$ cat config.mk
export PLATFORM = sky130hd
export DESIGN_NAME = obstacle_avoid_drive_fsm_flat
export DESIGN_NICKNAME = d
export VERILOG_FILES = /design/src/hw/rtl/oad_pkg.sv /design/src/hw/rtl/oad_if.sv /design/src/hw/rtl/oad_cfg_regs.sv /design/src/hw/rtl/oad_user_drive.sv /design/src/hw/rtl/oad_fsm.sv /design/src/hw/rtl/obstacle_avoid_drive_fsm.sv /design/src/flat_wrapper.sv
export SDC_FILE = /design/constraint.sdc
export NUM_CORES = 1
export LEC_CHECK = 0
export BUFFER_PORTS_ARGS = -buffer_cell sky130_fd_sc_hd__buf_2
export CAP_MARGIN = 20
export CORE_ASPECT_RATIO = 0.7
export CORE_MARGIN = 3
export CORE_UTILIZATION = 40
export CTS_BUF_LIST = sky130_fd_sc_hd__clkbuf_4
export CTS_CLUSTER_SIZE = 16
export DETAILED_ROUTE_END_ITERATION = 12
export PLACE_DENSITY = 0.59
export SETUP_SLACK_MARGIN = 0.15
export SLEW_MARGIN = 20
export SYNTH_ARGS = -nofsm -noshare
export SYNTH_HDL_FRONTEND = slang
export SYNTH_SLANG_ARGS = --single-unit
$ cat constraint.sdc
create_clock -name clk -period 22.7 [get_ports clk]
set_input_delay 0 -clock clk [delete_from_list [all_inputs] [get_ports clk]]
set_output_delay 0 -clock clk [all_outputs]
set_load 0.01 [all_outputs]
$ cat src/hw/rtl/oad_pkg.sv
// shared types, constants and register indexes of the obstacle-avoid drive block
package oad_pkg;

	localparam int DIST_W = 16;
	localparam int HEAD_W = 16;
	localparam int TILT_W = 12;
	localparam int ANG_W = 15;
	localparam int CMD_W = 13;
	localparam int MODE_W = 2;
	localparam int CFG_IDX_W = 3;
	localparam int CFG_DATA_W = 16;

	localparam int NUM_BANDS = 4;
	localparam logic [TILT_W-1:0] BAND_WIDTH = TILT_W'(100);
	localparam logic [3:0] GEAR_STEP = 4'd2;
	localparam logic [3:0] GEAR_TOP = 4'd10;
	localparam logic signed [CMD_W-1:0] TURN_DRIVE = CMD_W'(500);

	localparam logic [DIST_W-1:0] RST_FORWARD_THR = DIST_W'(320);
	localparam logic [DIST_W-1:0] RST_SIDE_THR = DIST_W'(320);
	localparam logic [ANG_W-1:0] RST_ESCAPE_ANGLE = ANG_W'(715);
	localparam logic [TILT_W-1:0] RST_TILT_UPPER = TILT_W'(2150);
	localparam logic [TILT_W-1:0] RST_TILT_LOWER = TILT_W'(1950);
	localparam logic [TILT_W-1:0] RST_BASE_SPEED = TILT_W'(100);
	localparam logic [TILT_W-1:0] RST_SPEED_CAP = TILT_W'(200);
	localparam logic [TILT_W-1:0] RST_TURN_RATE = TILT_W'(1000);

	typedef enum logic [CFG_IDX_W-1:0] {
		REG_FORWARD_THR = 3'd0,
		REG_SIDE_THR = 3'd1,
		REG_ESCAPE_ANGLE = 3'd2,
		REG_TILT_UPPER = 3'd3,
		REG_TILT_LOWER = 3'd4,
		REG_BASE_SPEED = 3'd5,
		REG_SPEED_CAP = 3'd6,
		REG_TURN_RATE = 3'd7
	} cfg_index_t;

	typedef struct packed {
		logic [DIST_W-1:0] forward_threshold_mm;
		logic [DIST_W-1:0] side_threshold_mm;
		logic [ANG_W-1:0] escape_angle;
		logic [TILT_W-1:0] tilt_upper;
		logic [TILT_W-1:0] tilt_lower;
		logic [TILT_W-1:0] base_speed;
		logic [TILT_W-1:0] speed_cap;
		logic [TILT_W-1:0] user_turn_rate;
	} oad_cfg_t;

	typedef struct packed {
		logic [DIST_W-1:0] center_dist;
		logic [DIST_W-1:0] left_dist;
		logic [DIST_W-1:0] right_dist;
		logic signed [HEAD_W-1:0] heading;
		logic [TILT_W-1:0] pitch;
		logic [TILT_W-1:0] yaw_tilt;
	} oad_item_t;

	typedef struct packed {
		logic signed [CMD_W-1:0] linear_cmd;
		logic signed [CMD_W-1:0] angular_cmd;
	} oad_drive_t;

	typedef struct packed {
		logic signed [CMD_W-1:0] linear_cmd;
		logic signed [CMD_W-1:0] angular_cmd;
		logic [MODE_W-1:0] mode;
	} oad_result_t;

endpackage

$ cat src/hw/rtl/oad_if.sv
// valid/ready channel interfaces for sensor words and drive words
interface oad_sensor_if;
	import oad_pkg::*;
	logic valid;
	logic ready;
	logic [DIST_W-1:0] center_dist;
	logic [DIST_W-1:0] left_dist;
	logic [DIST_W-1:0] right_dist;
	logic signed [HEAD_W-1:0] heading;
	logic [TILT_W-1:0] pitch;
	logic [TILT_W-1:0] yaw_tilt;

	modport source (
		output valid, center_dist, left_dist, right_dist, heading, pitch, yaw_tilt,
		input ready
	);
	modport sink (
		input valid, center_dist, left_dist, right_dist, heading, pitch, yaw_tilt,
		output ready
	);
endinterface

interface oad_drive_if;
	import oad_pkg::*;
	logic valid;
	logic ready;
	logic signed [CMD_W-1:0] linear_cmd;
	logic signed [CMD_W-1:0] angular_cmd;
	logic [MODE_W-1:0] mode;

	modport source (
		output valid, linear_cmd, angular_cmd, mode,
		input ready
	);
	modport sink (
		input valid, linear_cmd, angular_cmd, mode,
		output ready
	);
endinterface

$ cat src/hw/rtl/oad_cfg_regs.sv
// configuration register file with plain write port
module oad_cfg_regs (
	input  logic                               clk,
	input  logic                               arst_n,
	input  logic                               cfg_we,
	input  logic [oad_pkg::CFG_IDX_W-1:0]      cfg_index,
	input  logic [oad_pkg::CFG_DATA_W-1:0]     cfg_data,
	output oad_pkg::oad_cfg_t                  cfg
);
	import oad_pkg::*;

	oad_cfg_t cfg_q;

	always_ff @(posedge clk or negedge arst_n) begin
		if (!arst_n) begin
			cfg_q.forward_threshold_mm <= RST_FORWARD_THR;
			cfg_q.side_threshold_mm <= RST_SIDE_THR;
			cfg_q.escape_angle <= RST_ESCAPE_ANGLE;
			cfg_q.tilt_upper <= RST_TILT_UPPER;
			cfg_q.tilt_lower <= RST_TILT_LOWER;
			cfg_q.base_speed <= RST_BASE_SPEED;
			cfg_q.speed_cap <= RST_SPEED_CAP;
			cfg_q.user_turn_rate <= RST_TURN_RATE;
		end else if (cfg_we) begin
			case (cfg_index_t'(cfg_index))
				REG_FORWARD_THR: cfg_q.forward_threshold_mm <= cfg_data;
				REG_SIDE_THR: cfg_q.side_threshold_mm <= cfg_data;
				REG_ESCAPE_ANGLE: cfg_q.escape_angle <= cfg_data[ANG_W-1:0];
				REG_TILT_UPPER: cfg_q.tilt_upper <= cfg_data[TILT_W-1:0];
				REG_TILT_LOWER: cfg_q.tilt_lower <= cfg_data[TILT_W-1:0];
				REG_BASE_SPEED: cfg_q.base_speed <= cfg_data[TILT_W-1:0];
				REG_SPEED_CAP: cfg_q.speed_cap <= cfg_data[TILT_W-1:0];
				REG_TURN_RATE: cfg_q.user_turn_rate <= cfg_data[TILT_W-1:0];
				default: ;
			endcase
		end
	end

	assign cfg = cfg_q;

endmodule

$ cat src/hw/rtl/oad_user_drive.sv
// user drive command from imu pitch and yaw: gear bands, capped speed, turn rate
module oad_user_drive (
	input  logic [oad_pkg::TILT_W-1:0] pitch,
	input  logic [oad_pkg::TILT_W-1:0] yaw_tilt,
	input  oad_pkg::oad_cfg_t          cfg,
	output oad_pkg::oad_drive_t        drive
);
	import oad_pkg::*;

	localparam int BAND_W = TILT_W + 2;

	logic [3:0] gear;
	logic [BAND_W-1:0] band_lo [NUM_BANDS];
	logic [NUM_BANDS-1:0] in_band;
	logic [TILT_W+3:0] raw_speed;
	logic [TILT_W-1:0] speed;
	logic signed [CMD_W-1:0] speed_s;
	logic signed [CMD_W-1:0] rate_s;

	always_comb begin
		for (int k = 0; k < NUM_BANDS; k++) begin
			band_lo[k] = BAND_W'(cfg.tilt_upper) + BAND_W'(k) * BAND_W'(BAND_WIDTH);
			in_band[k] = (BAND_W'(pitch) > band_lo[k]) &&
				(BAND_W'(pitch) < band_lo[k] + BAND_W'(BAND_WIDTH));
		end
	end

	// lowest band wins; outside every band runs in top gear
	always_comb begin
		gear = GEAR_TOP;
		for (int k = NUM_BANDS - 1; k >= 0; k--) begin
			if (in_band[k]) begin
				gear = 4'(k + 1) * GEAR_STEP;
			end
		end
	end

	assign raw_speed = cfg.base_speed * gear;
	assign speed = (raw_speed > (TILT_W+4)'(cfg.speed_cap)) ? cfg.speed_cap
		: raw_speed[TILT_W-1:0];
	assign speed_s = signed'(CMD_W'(speed));
	assign rate_s = signed'(CMD_W'(cfg.user_turn_rate));

	always_comb begin
		if (pitch > cfg.tilt_upper) begin
			drive.linear_cmd = speed_s;
		end else if (pitch < cfg.tilt_lower) begin
			drive.linear_cmd = -speed_s;
		end else begin
			drive.linear_cmd = '0;
		end
		if (yaw_tilt > cfg.tilt_upper) begin
			drive.angular_cmd = -rate_s;
		end else if (yaw_tilt < cfg.tilt_lower) begin
			drive.angular_cmd = rate_s;
		end else begin
			drive.angular_cmd = '0;
		end
	end

endmodule

$ cat src/hw/rtl/oad_fsm.sv
// avoidance state machine: mode, saved heading and held drive command
module oad_fsm (
	input  logic                   clk,
	input  logic                   arst_n,
	input  logic                   fire,
	input  oad_pkg::oad_item_t     item,
	input  oad_pkg::oad_cfg_t      cfg,
	input  oad_pkg::oad_drive_t    user,
	output oad_pkg::oad_result_t   result
);
	import oad_pkg::*;

	typedef enum logic [MODE_W-1:0] {
		MODE_CHOOSE = 2'd0,
		MODE_RIGHT = 2'd1,
		MODE_LEFT = 2'd2
	} mode_t;

	mode_t mode_q;
	logic signed [HEAD_W-1:0] saved_heading_q;
	logic signed [CMD_W-1:0] linear_q;
	logic signed [CMD_W-1:0] angular_q;

	logic signed [HEAD_W:0] head_diff;
	logic [HEAD_W:0] head_abs;
	logic escaped;
	logic left_close;
	logic right_close;

	assign head_diff = (HEAD_W+1)'(saved_heading_q) - (HEAD_W+1)'(item.heading);
	assign head_abs = head_diff[HEAD_W] ? (HEAD_W+1)'(-head_diff) : head_diff;
	assign escaped = head_abs >= (HEAD_W+1)'(cfg.escape_angle);
	assign left_close = item.left_dist < cfg.side_threshold_mm;
	assign right_close = item.right_dist < cfg.side_threshold_mm;

	always_ff @(posedge clk or negedge arst_n) begin
		if (!arst_n) begin
			mode_q <= MODE_CHOOSE;
			saved_heading_q <= '0;
			linear_q <= '0;
			angular_q <= '0;
		end else if (fire) begin
			case (mode_q)
				MODE_CHOOSE: begin
					// center exactly at the threshold leaves everything alone
					if (item.center_dist != cfg.forward_threshold_mm) begin
						if (left_close) begin
							saved_heading_q <= item.heading;
							mode_q <= MODE_RIGHT;
						end else if (right_close) begin
							saved_heading_q <= item.heading;
							mode_q <= MODE_LEFT;
						end else if (item.center_dist > cfg.forward_threshold_mm) begin
							linear_q <= user.linear_cmd;
							angular_q <= user.angular_cmd;
						end
					end
				end
				MODE_RIGHT, MODE_LEFT: begin
					if (escaped) begin
						mode_q <= MODE_CHOOSE;
					end else begin
						linear_q <= '0;
						angular_q <= (mode_q == MODE_RIGHT) ? -TURN_DRIVE : TURN_DRIVE;
					end
				end
				default: mode_q <= MODE_CHOOSE;
			endcase
		end
	end

	assign result.linear_cmd = linear_q;
	assign result.angular_cmd = angular_q;
	assign result.mode = mode_q;

endmodule

$ cat src/hw/rtl/obstacle_avoid_drive_fsm.sv
// top level of the reactive obstacle-avoidance drive controller
// usage:
//   sensor channel: one word per control tick (three sector distances, heading,
//   imu pitch and yaw). drive channel: one word back per sensor word with the
//   linear and angular command and the mode after that tick.
//   configuration: cfg_we with cfg_index and cfg_data writes one register in a
//   cycle; write only while no sensor word is in flight.
// path: an accepted sensor word waits in the input register until the result
//   register is free; then the mode logic takes it into the state and command
//   registers, which are the drive word itself.
// throughput: one word per cycle while the drive side takes words; the mode
//   state closes its loop each tick, so consecutive ticks follow without a gap.
// reset: mode returns to choose direction, heading and command are zeroed,
//   registers take their default values, both channels come up empty.
// stall: while the drive word waits, the input register holds one more word
//   and sensor ready drops once it is full; nothing is lost or repeated.
module obstacle_avoid_drive_fsm (
	input  logic                           clk,
	input  logic                           arst_n,
	oad_sensor_if.sink                     sensor,
	oad_drive_if.source                    drive,
	input  logic                           cfg_we,
	input  logic [oad_pkg::CFG_IDX_W-1:0]  cfg_index,
	input  logic [oad_pkg::CFG_DATA_W-1:0] cfg_data
);
	import oad_pkg::*;

	oad_cfg_t cfg;
	oad_item_t item_s1;
	logic valid_s1;
	logic drive_valid_q;
	logic advance;
	logic fire;
	oad_drive_t user;
	oad_result_t result;

	oad_cfg_regs u_cfg (
		.clk       (clk),
		.arst_n    (arst_n),
		.cfg_we    (cfg_we),
		.cfg_index (cfg_index),
		.cfg_data  (cfg_data),
		.cfg       (cfg)
	);

	// result register is free when empty or being taken
	assign advance = !drive_valid_q || drive.ready;
	assign fire = valid_s1 && advance;
	assign sensor.ready = !valid_s1 || advance;

	always_ff @(posedge clk or negedge arst_n) begin
		if (!arst_n) begin
			valid_s1 <= 1'b0;
		end else if (sensor.ready) begin
			valid_s1 <= sensor.valid;
		end
	end

	always_ff @(posedge clk) begin
		if (sensor.valid && sensor.ready) begin
			item_s1.center_dist <= sensor.center_dist;
			item_s1.left_dist <= sensor.left_dist;
			item_s1.right_dist <= sensor.right_dist;
			item_s1.heading <= sensor.heading;
			item_s1.pitch <= sensor.pitch;
			item_s1.yaw_tilt <= sensor.yaw_tilt;
		end
	end

	oad_user_drive u_user (
		.pitch    (item_s1.pitch),
		.yaw_tilt (item_s1.yaw_tilt),
		.cfg      (cfg),
		.drive    (user)
	);

	oad_fsm u_fsm (
		.clk    (clk),
		.arst_n (arst_n),
		.fire   (fire),
		.item   (item_s1),
		.cfg    (cfg),
		.user   (user),
		.result (result)
	);

	always_ff @(posedge clk or negedge arst_n) begin
		if (!arst_n) begin
			drive_valid_q <= 1'b0;
		end else if (advance) begin
			drive_valid_q <= valid_s1;
		end
	end

	assign drive.valid = drive_valid_q;
	assign drive.linear_cmd = result.linear_cmd;
	assign drive.angular_cmd = result.angular_cmd;
	assign drive.mode = result.mode;

	// unused mode code never shows up
	a_mode_legal: assert property (@(posedge clk) disable iff (!arst_n)
		drive.mode != 2'd3)
		else $error("drive mode holds the unused code");

	// a right turn never flips straight into a left turn
	a_no_turn_flip: assert property (@(posedge clk) disable iff (!arst_n)
		drive.mode == 2'd1 |=> drive.mode != 2'd2)
		else $error("mode went from right turn to left turn");

	// a word in the input register waits while the result register is blocked
	a_s1_hold: assert property (@(posedge clk) disable iff (!arst_n)
		valid_s1 && !advance |=> valid_s1 && $stable(item_s1))
		else $error("input register lost a word during a stall");

	// state and command move only when a word passes
	a_state_quiet: assert property (@(posedge clk) disable iff (!arst_n)
		!fire |=> $stable(result))
		else $error("command changed without a word passing");

endmodule

$ cat src/flat_wrapper.sv
// flat-port wrapper written by rule: the top's interface ports become plain ports
module obstacle_avoid_drive_fsm_flat import oad_pkg::*;
  (clk, arst_n, cfg_we, cfg_index, cfg_data, sensor_valid, sensor_center_dist, sensor_left_dist, sensor_right_dist, sensor_heading, sensor_pitch, sensor_yaw_tilt, sensor_ready, drive_valid, drive_linear_cmd, drive_angular_cmd, drive_mode, drive_ready);
  oad_sensor_if sensor_i ();
  oad_drive_if drive_i ();
  input  logic clk;
  input  logic arst_n;
  input  logic cfg_we;
  input  logic [oad_pkg::CFG_IDX_W-1:0] cfg_index;
  input  logic [oad_pkg::CFG_DATA_W-1:0] cfg_data;
  input wire logic [$bits(sensor_i.valid)-1:0] sensor_valid;
  input wire logic [$bits(sensor_i.center_dist)-1:0] sensor_center_dist;
  input wire logic [$bits(sensor_i.left_dist)-1:0] sensor_left_dist;
  input wire logic [$bits(sensor_i.right_dist)-1:0] sensor_right_dist;
  input wire logic [$bits(sensor_i.heading)-1:0] sensor_heading;
  input wire logic [$bits(sensor_i.pitch)-1:0] sensor_pitch;
  input wire logic [$bits(sensor_i.yaw_tilt)-1:0] sensor_yaw_tilt;
  output wire logic [$bits(sensor_i.ready)-1:0] sensor_ready;
  output wire logic [$bits(drive_i.valid)-1:0] drive_valid;
  output wire logic [$bits(drive_i.linear_cmd)-1:0] drive_linear_cmd;
  output wire logic [$bits(drive_i.angular_cmd)-1:0] drive_angular_cmd;
  output wire logic [$bits(drive_i.mode)-1:0] drive_mode;
  input wire logic [$bits(drive_i.ready)-1:0] drive_ready;
  assign sensor_i.valid = sensor_valid;
  assign sensor_i.center_dist = sensor_center_dist;
  assign sensor_i.left_dist = sensor_left_dist;
  assign sensor_i.right_dist = sensor_right_dist;
  assign sensor_i.heading = sensor_heading;
  assign sensor_i.pitch = sensor_pitch;
  assign sensor_i.yaw_tilt = sensor_yaw_tilt;
  assign sensor_ready = sensor_i.ready;
  assign drive_valid = drive_i.valid;
  assign drive_linear_cmd = drive_i.linear_cmd;
  assign drive_angular_cmd = drive_i.angular_cmd;
  assign drive_mode = drive_i.mode;
  assign drive_i.ready = drive_ready;
  obstacle_avoid_drive_fsm u_core (.clk(clk), .arst_n(arst_n), .sensor(sensor_i), .drive(drive_i), .cfg_we(cfg_we), .cfg_index(cfg_index), .cfg_data(cfg_data));
endmodule
==> results.json <==
{
  "status": "complete, no violations",
  "antenna_found_initial": 1,
  "clk_latency_ps": 700,
  "max_slew_margin_pct": 24.0,
  "synth_edf_count": 88,
  "fmax_ghz": 0.105,
  "setup_viol_count_final": 0,
  "grt_setup_unrepaired": "false",
  "drv_slew": 0,
  "path_class": "reg2reg",
  "min_period_ps": 9490,
  "grt_pass1_wl_um": 73400,
  "crit_arrival_ps": 10060,
  "crit_top_cell": "ha_1",
  "vias": 13600,
  "synth_top_area_share_pct": 17.9,
  "tns_ps": 0,
  "cellPowerDensity_nw_per_um2": 128,
  "root_buffer": "clkbuf_4",
  "yosys.area.top_type": "dfrtp_1",
  "synth_sequential_area_ratio_pct": 39.5,
  "row_count": 61,
  "synthDistinctLibCells": 77,
  "regArea_um2": 6520,
  "hold_path_class": "in2reg",
  "postCtsSetupBuffers": 0,
  "syn_to_final_growth_pct": 26.1,
  "cp-start-kind": "flip-flop",
  "layout-drive-gt1-share_pct": 19.3,
  "chipWidth_um": 249,
  "drt_pass1_iterations": 8,
  "clockBufferDepth": 3,
  "hpwl_um": 32200,
  "synth_ff_type": "dfrtp_1",
  "synth_area_um2": 16500,
  "start_util_pct": 41.0,
  "power_mw": 2.66,
  "routedWlPerCell_um": 17.8,
  "yosys_warnings": 0,
  "nNetsFinal": 2339,
  "drt_iter0_markers": 768,
  "crit_required_ps": 23270,
  "grt_overflow": 0,
  "seqPwrFrac_pct": 23.2,
  "p_int_mw": 1.50,
  "grt_use_total_pct": 20.9,
  "path_clk_slew_ps": 70,
  "net-switching-power_mw": 1.16,
  "slowest_stage": "dfstp_2",
  "cap_violations": 0,
  "wl_um": 45900,
  "cts_resized": 0,
  "tritoncts.num_buffers": 67,
  "synth-async-reset-ratio_pct": 63.5,
  "fill_cells": 3719,
  "hold_buffers": 202,
  "crit_path_end_kind": "flip-flop",
  "port_buffers": 141,
  "multi_input_comb_area_um2": 9320,
  "finClkSkew_ps": 55.7,
  "dieArea_um2": 43700,
  "die_h_um": 176,
  "ys_ff_latch": 241,
  "pin_count": 142,
  "grt_pass1_vias": 13800,
  "clock_power_share_pct": 16.2,
  "cts_tree": "done",
  "syn-num-nets": 1960,
  "leakagePower_nw": 9.41,
  "drc": 0,
  "synth_most_common_cell": "ha_1",
  "synthTopCellsByCount": "224 x ha_1, 137 x inv_1, 137 x o21ai_0, 130 x nand2_1, 118 x dfrtp_1",
  "synth.avg_cell_area_um2": 10.2,
  "gp_congestion": 0.886,
  "ant_nets": 0,
  "htree_levels": 3,
  "viasPerCell": 5.26,
  "hold_viol": 0,
  "grt_max_degree": 77,
  "worst_pin_slew_ps": 1140,
  "post-route-period-util_pct": 41.8,
  "synthCells": 1612,
  "peakVddDrop_mv": 0.0919,
  "cpPeakStageDelay_ps": 650,
  "combPwrFrac_pct": 60.6,
  "coreArea_um2": 40100,
  "crit_path_max_fanout": 27,
  "yosys-top-cells-area": "dfrtp_1 18%, ha_1 17%, edfxtp_1 16%",
  "switching_share_pct": 43.6,
  "cts.sink_count": 241
}
==> path summary, 6_finish.rpt <==
check / slack (ps) / endpoint / depth (start not counted) / from
min reg2reg: 490 / u_core.u_fsm.saved_heading_q[11] / 2 / u_core.u_fsm.saved_heading_q[11]
min: 60 / u_core.item_s1[20] / 2 / sensor_pitch[8]
min in group asynchronous: 470 / u_core.u_cfg.cfg[99] / 3 / arst_n
max: 13210 / u_core.u_fsm.linear_q[4] / 35 / u_core.u_cfg.cfg[50]
max in group asynchronous: 21170 / u_core.u_fsm.angular_q[1] / 4 / arst_n
max reg2reg: 13210 / u_core.u_fsm.linear_q[4] / 35 / u_core.u_cfg.cfg[50]
==> cells in the final DEF, fill, tap and decap left out, types with 15 or more instances in the layout <==
cell	count
mux2_2	63
o21ai_0	137
nor2_1	63
buf_2	140
nand2b_1	20
clkbuf_4	108
xnor2_1	69
dfstp_2	35
a21o_1	35
and2_1	35
nand4_1	27
xor2_1	24
dlygate4sd3_1	201
nand2_1	130
mux2i_1	15
nand3_1	23
dfrtp_1	118
edfxtp_1	88
nor3_1	20
ha_1	224
inv_1	137
a21oi_1	66
==> worst max-delay path: cells and delay by family, from the launching register on <==
kind | cells | cell delay (ps)
AO/OA/AOI/OAI | 18 | 4200
adder cells (fa/ha/maj) | 8 | 2530
flip-flops | 1 | 650
AND/OR/NAND/NOR | 4 | 600
buffers and inverters | 2 | 530
XOR/XNOR | 2 | 480
multiplexers | 1 | 390
==> cells by family after synthesis <==
group / count (synthesis) / share of synthesized area (%)
compound gates: 379 / 14.9
xor+xnor: 93 / 4.94
fa+ha+maj: 237 / 18.5
buf+inv: 181 / 4.18
flops: 241 / 39.5
mux: 83 / 5.67
simple gates: 398 / 12.2
==> state kept, by name, indices dropped and copies added (netlist names) <==
signal and flops:
u_core.u_cfg.cfg 107, u_core.item_s1 88, u_core.u_fsm.saved_heading_q 16, u_core.u_fsm.angular_q 13
u_core.u_fsm.linear_q 13, u_core.u_fsm.mode_q 2, u_core.drive.valid 1, u_core.valid_s1 1
==> layout make-up <==
type                    instances  share of cell area (%)
diodes                          1                  0.0120
clock buffers                 108                    3.90
clock inverters                15                   0.584
inverters                     139                    2.51
multi-input cells            1190                    44.8
flip-flops and latches        241                    31.4
well taps                     535                    3.22
repair buffers                352                    13.6
==> power groups by stage <==
stage	clock [mW]	combinational, mW	sequential, mW
CTS	0.445	1.60	0.613
floorplan	0	1.20	0.602
finish	0.431	1.61	0.615
global route	0.468	1.82	0.624
detailed placement	0	1.56	0.621
global placement	0	1.53	0.619
==> routing by layer <==
metal / vias up / global-route usage, % / part of all wire (%)
met4: 0 / 6.34 / 2.4
met2: 357 / 34.5 / 46
met5: - / 0 / 0
met3: 85 / 4.07 / 5.8
met1: 6478 / 27.9 / 46
li1: 6645 / - / -
==> through the flow <==
step / cells / cell area (um^2) / setup WS [ps] / util, % / hold WS [ps]
after global placement: 2255 / 17800 / 13520 / 44.3 / 76.8
after CTS: 2580 / 20800 / 13150 / 51.7 / 2.21
after global routing: 2581 / 20800 / 12480 / 51.8 / 37.3
final: 2581 / 20800 / 13210 / 51.8 / 59.8
after floorplan: 1612 / 16500 / 13610 / - / -296
after detailed placement: 2255 / 17800 / 13150 / 44.3 / 84.7
(Power assumes the default switching activity.)
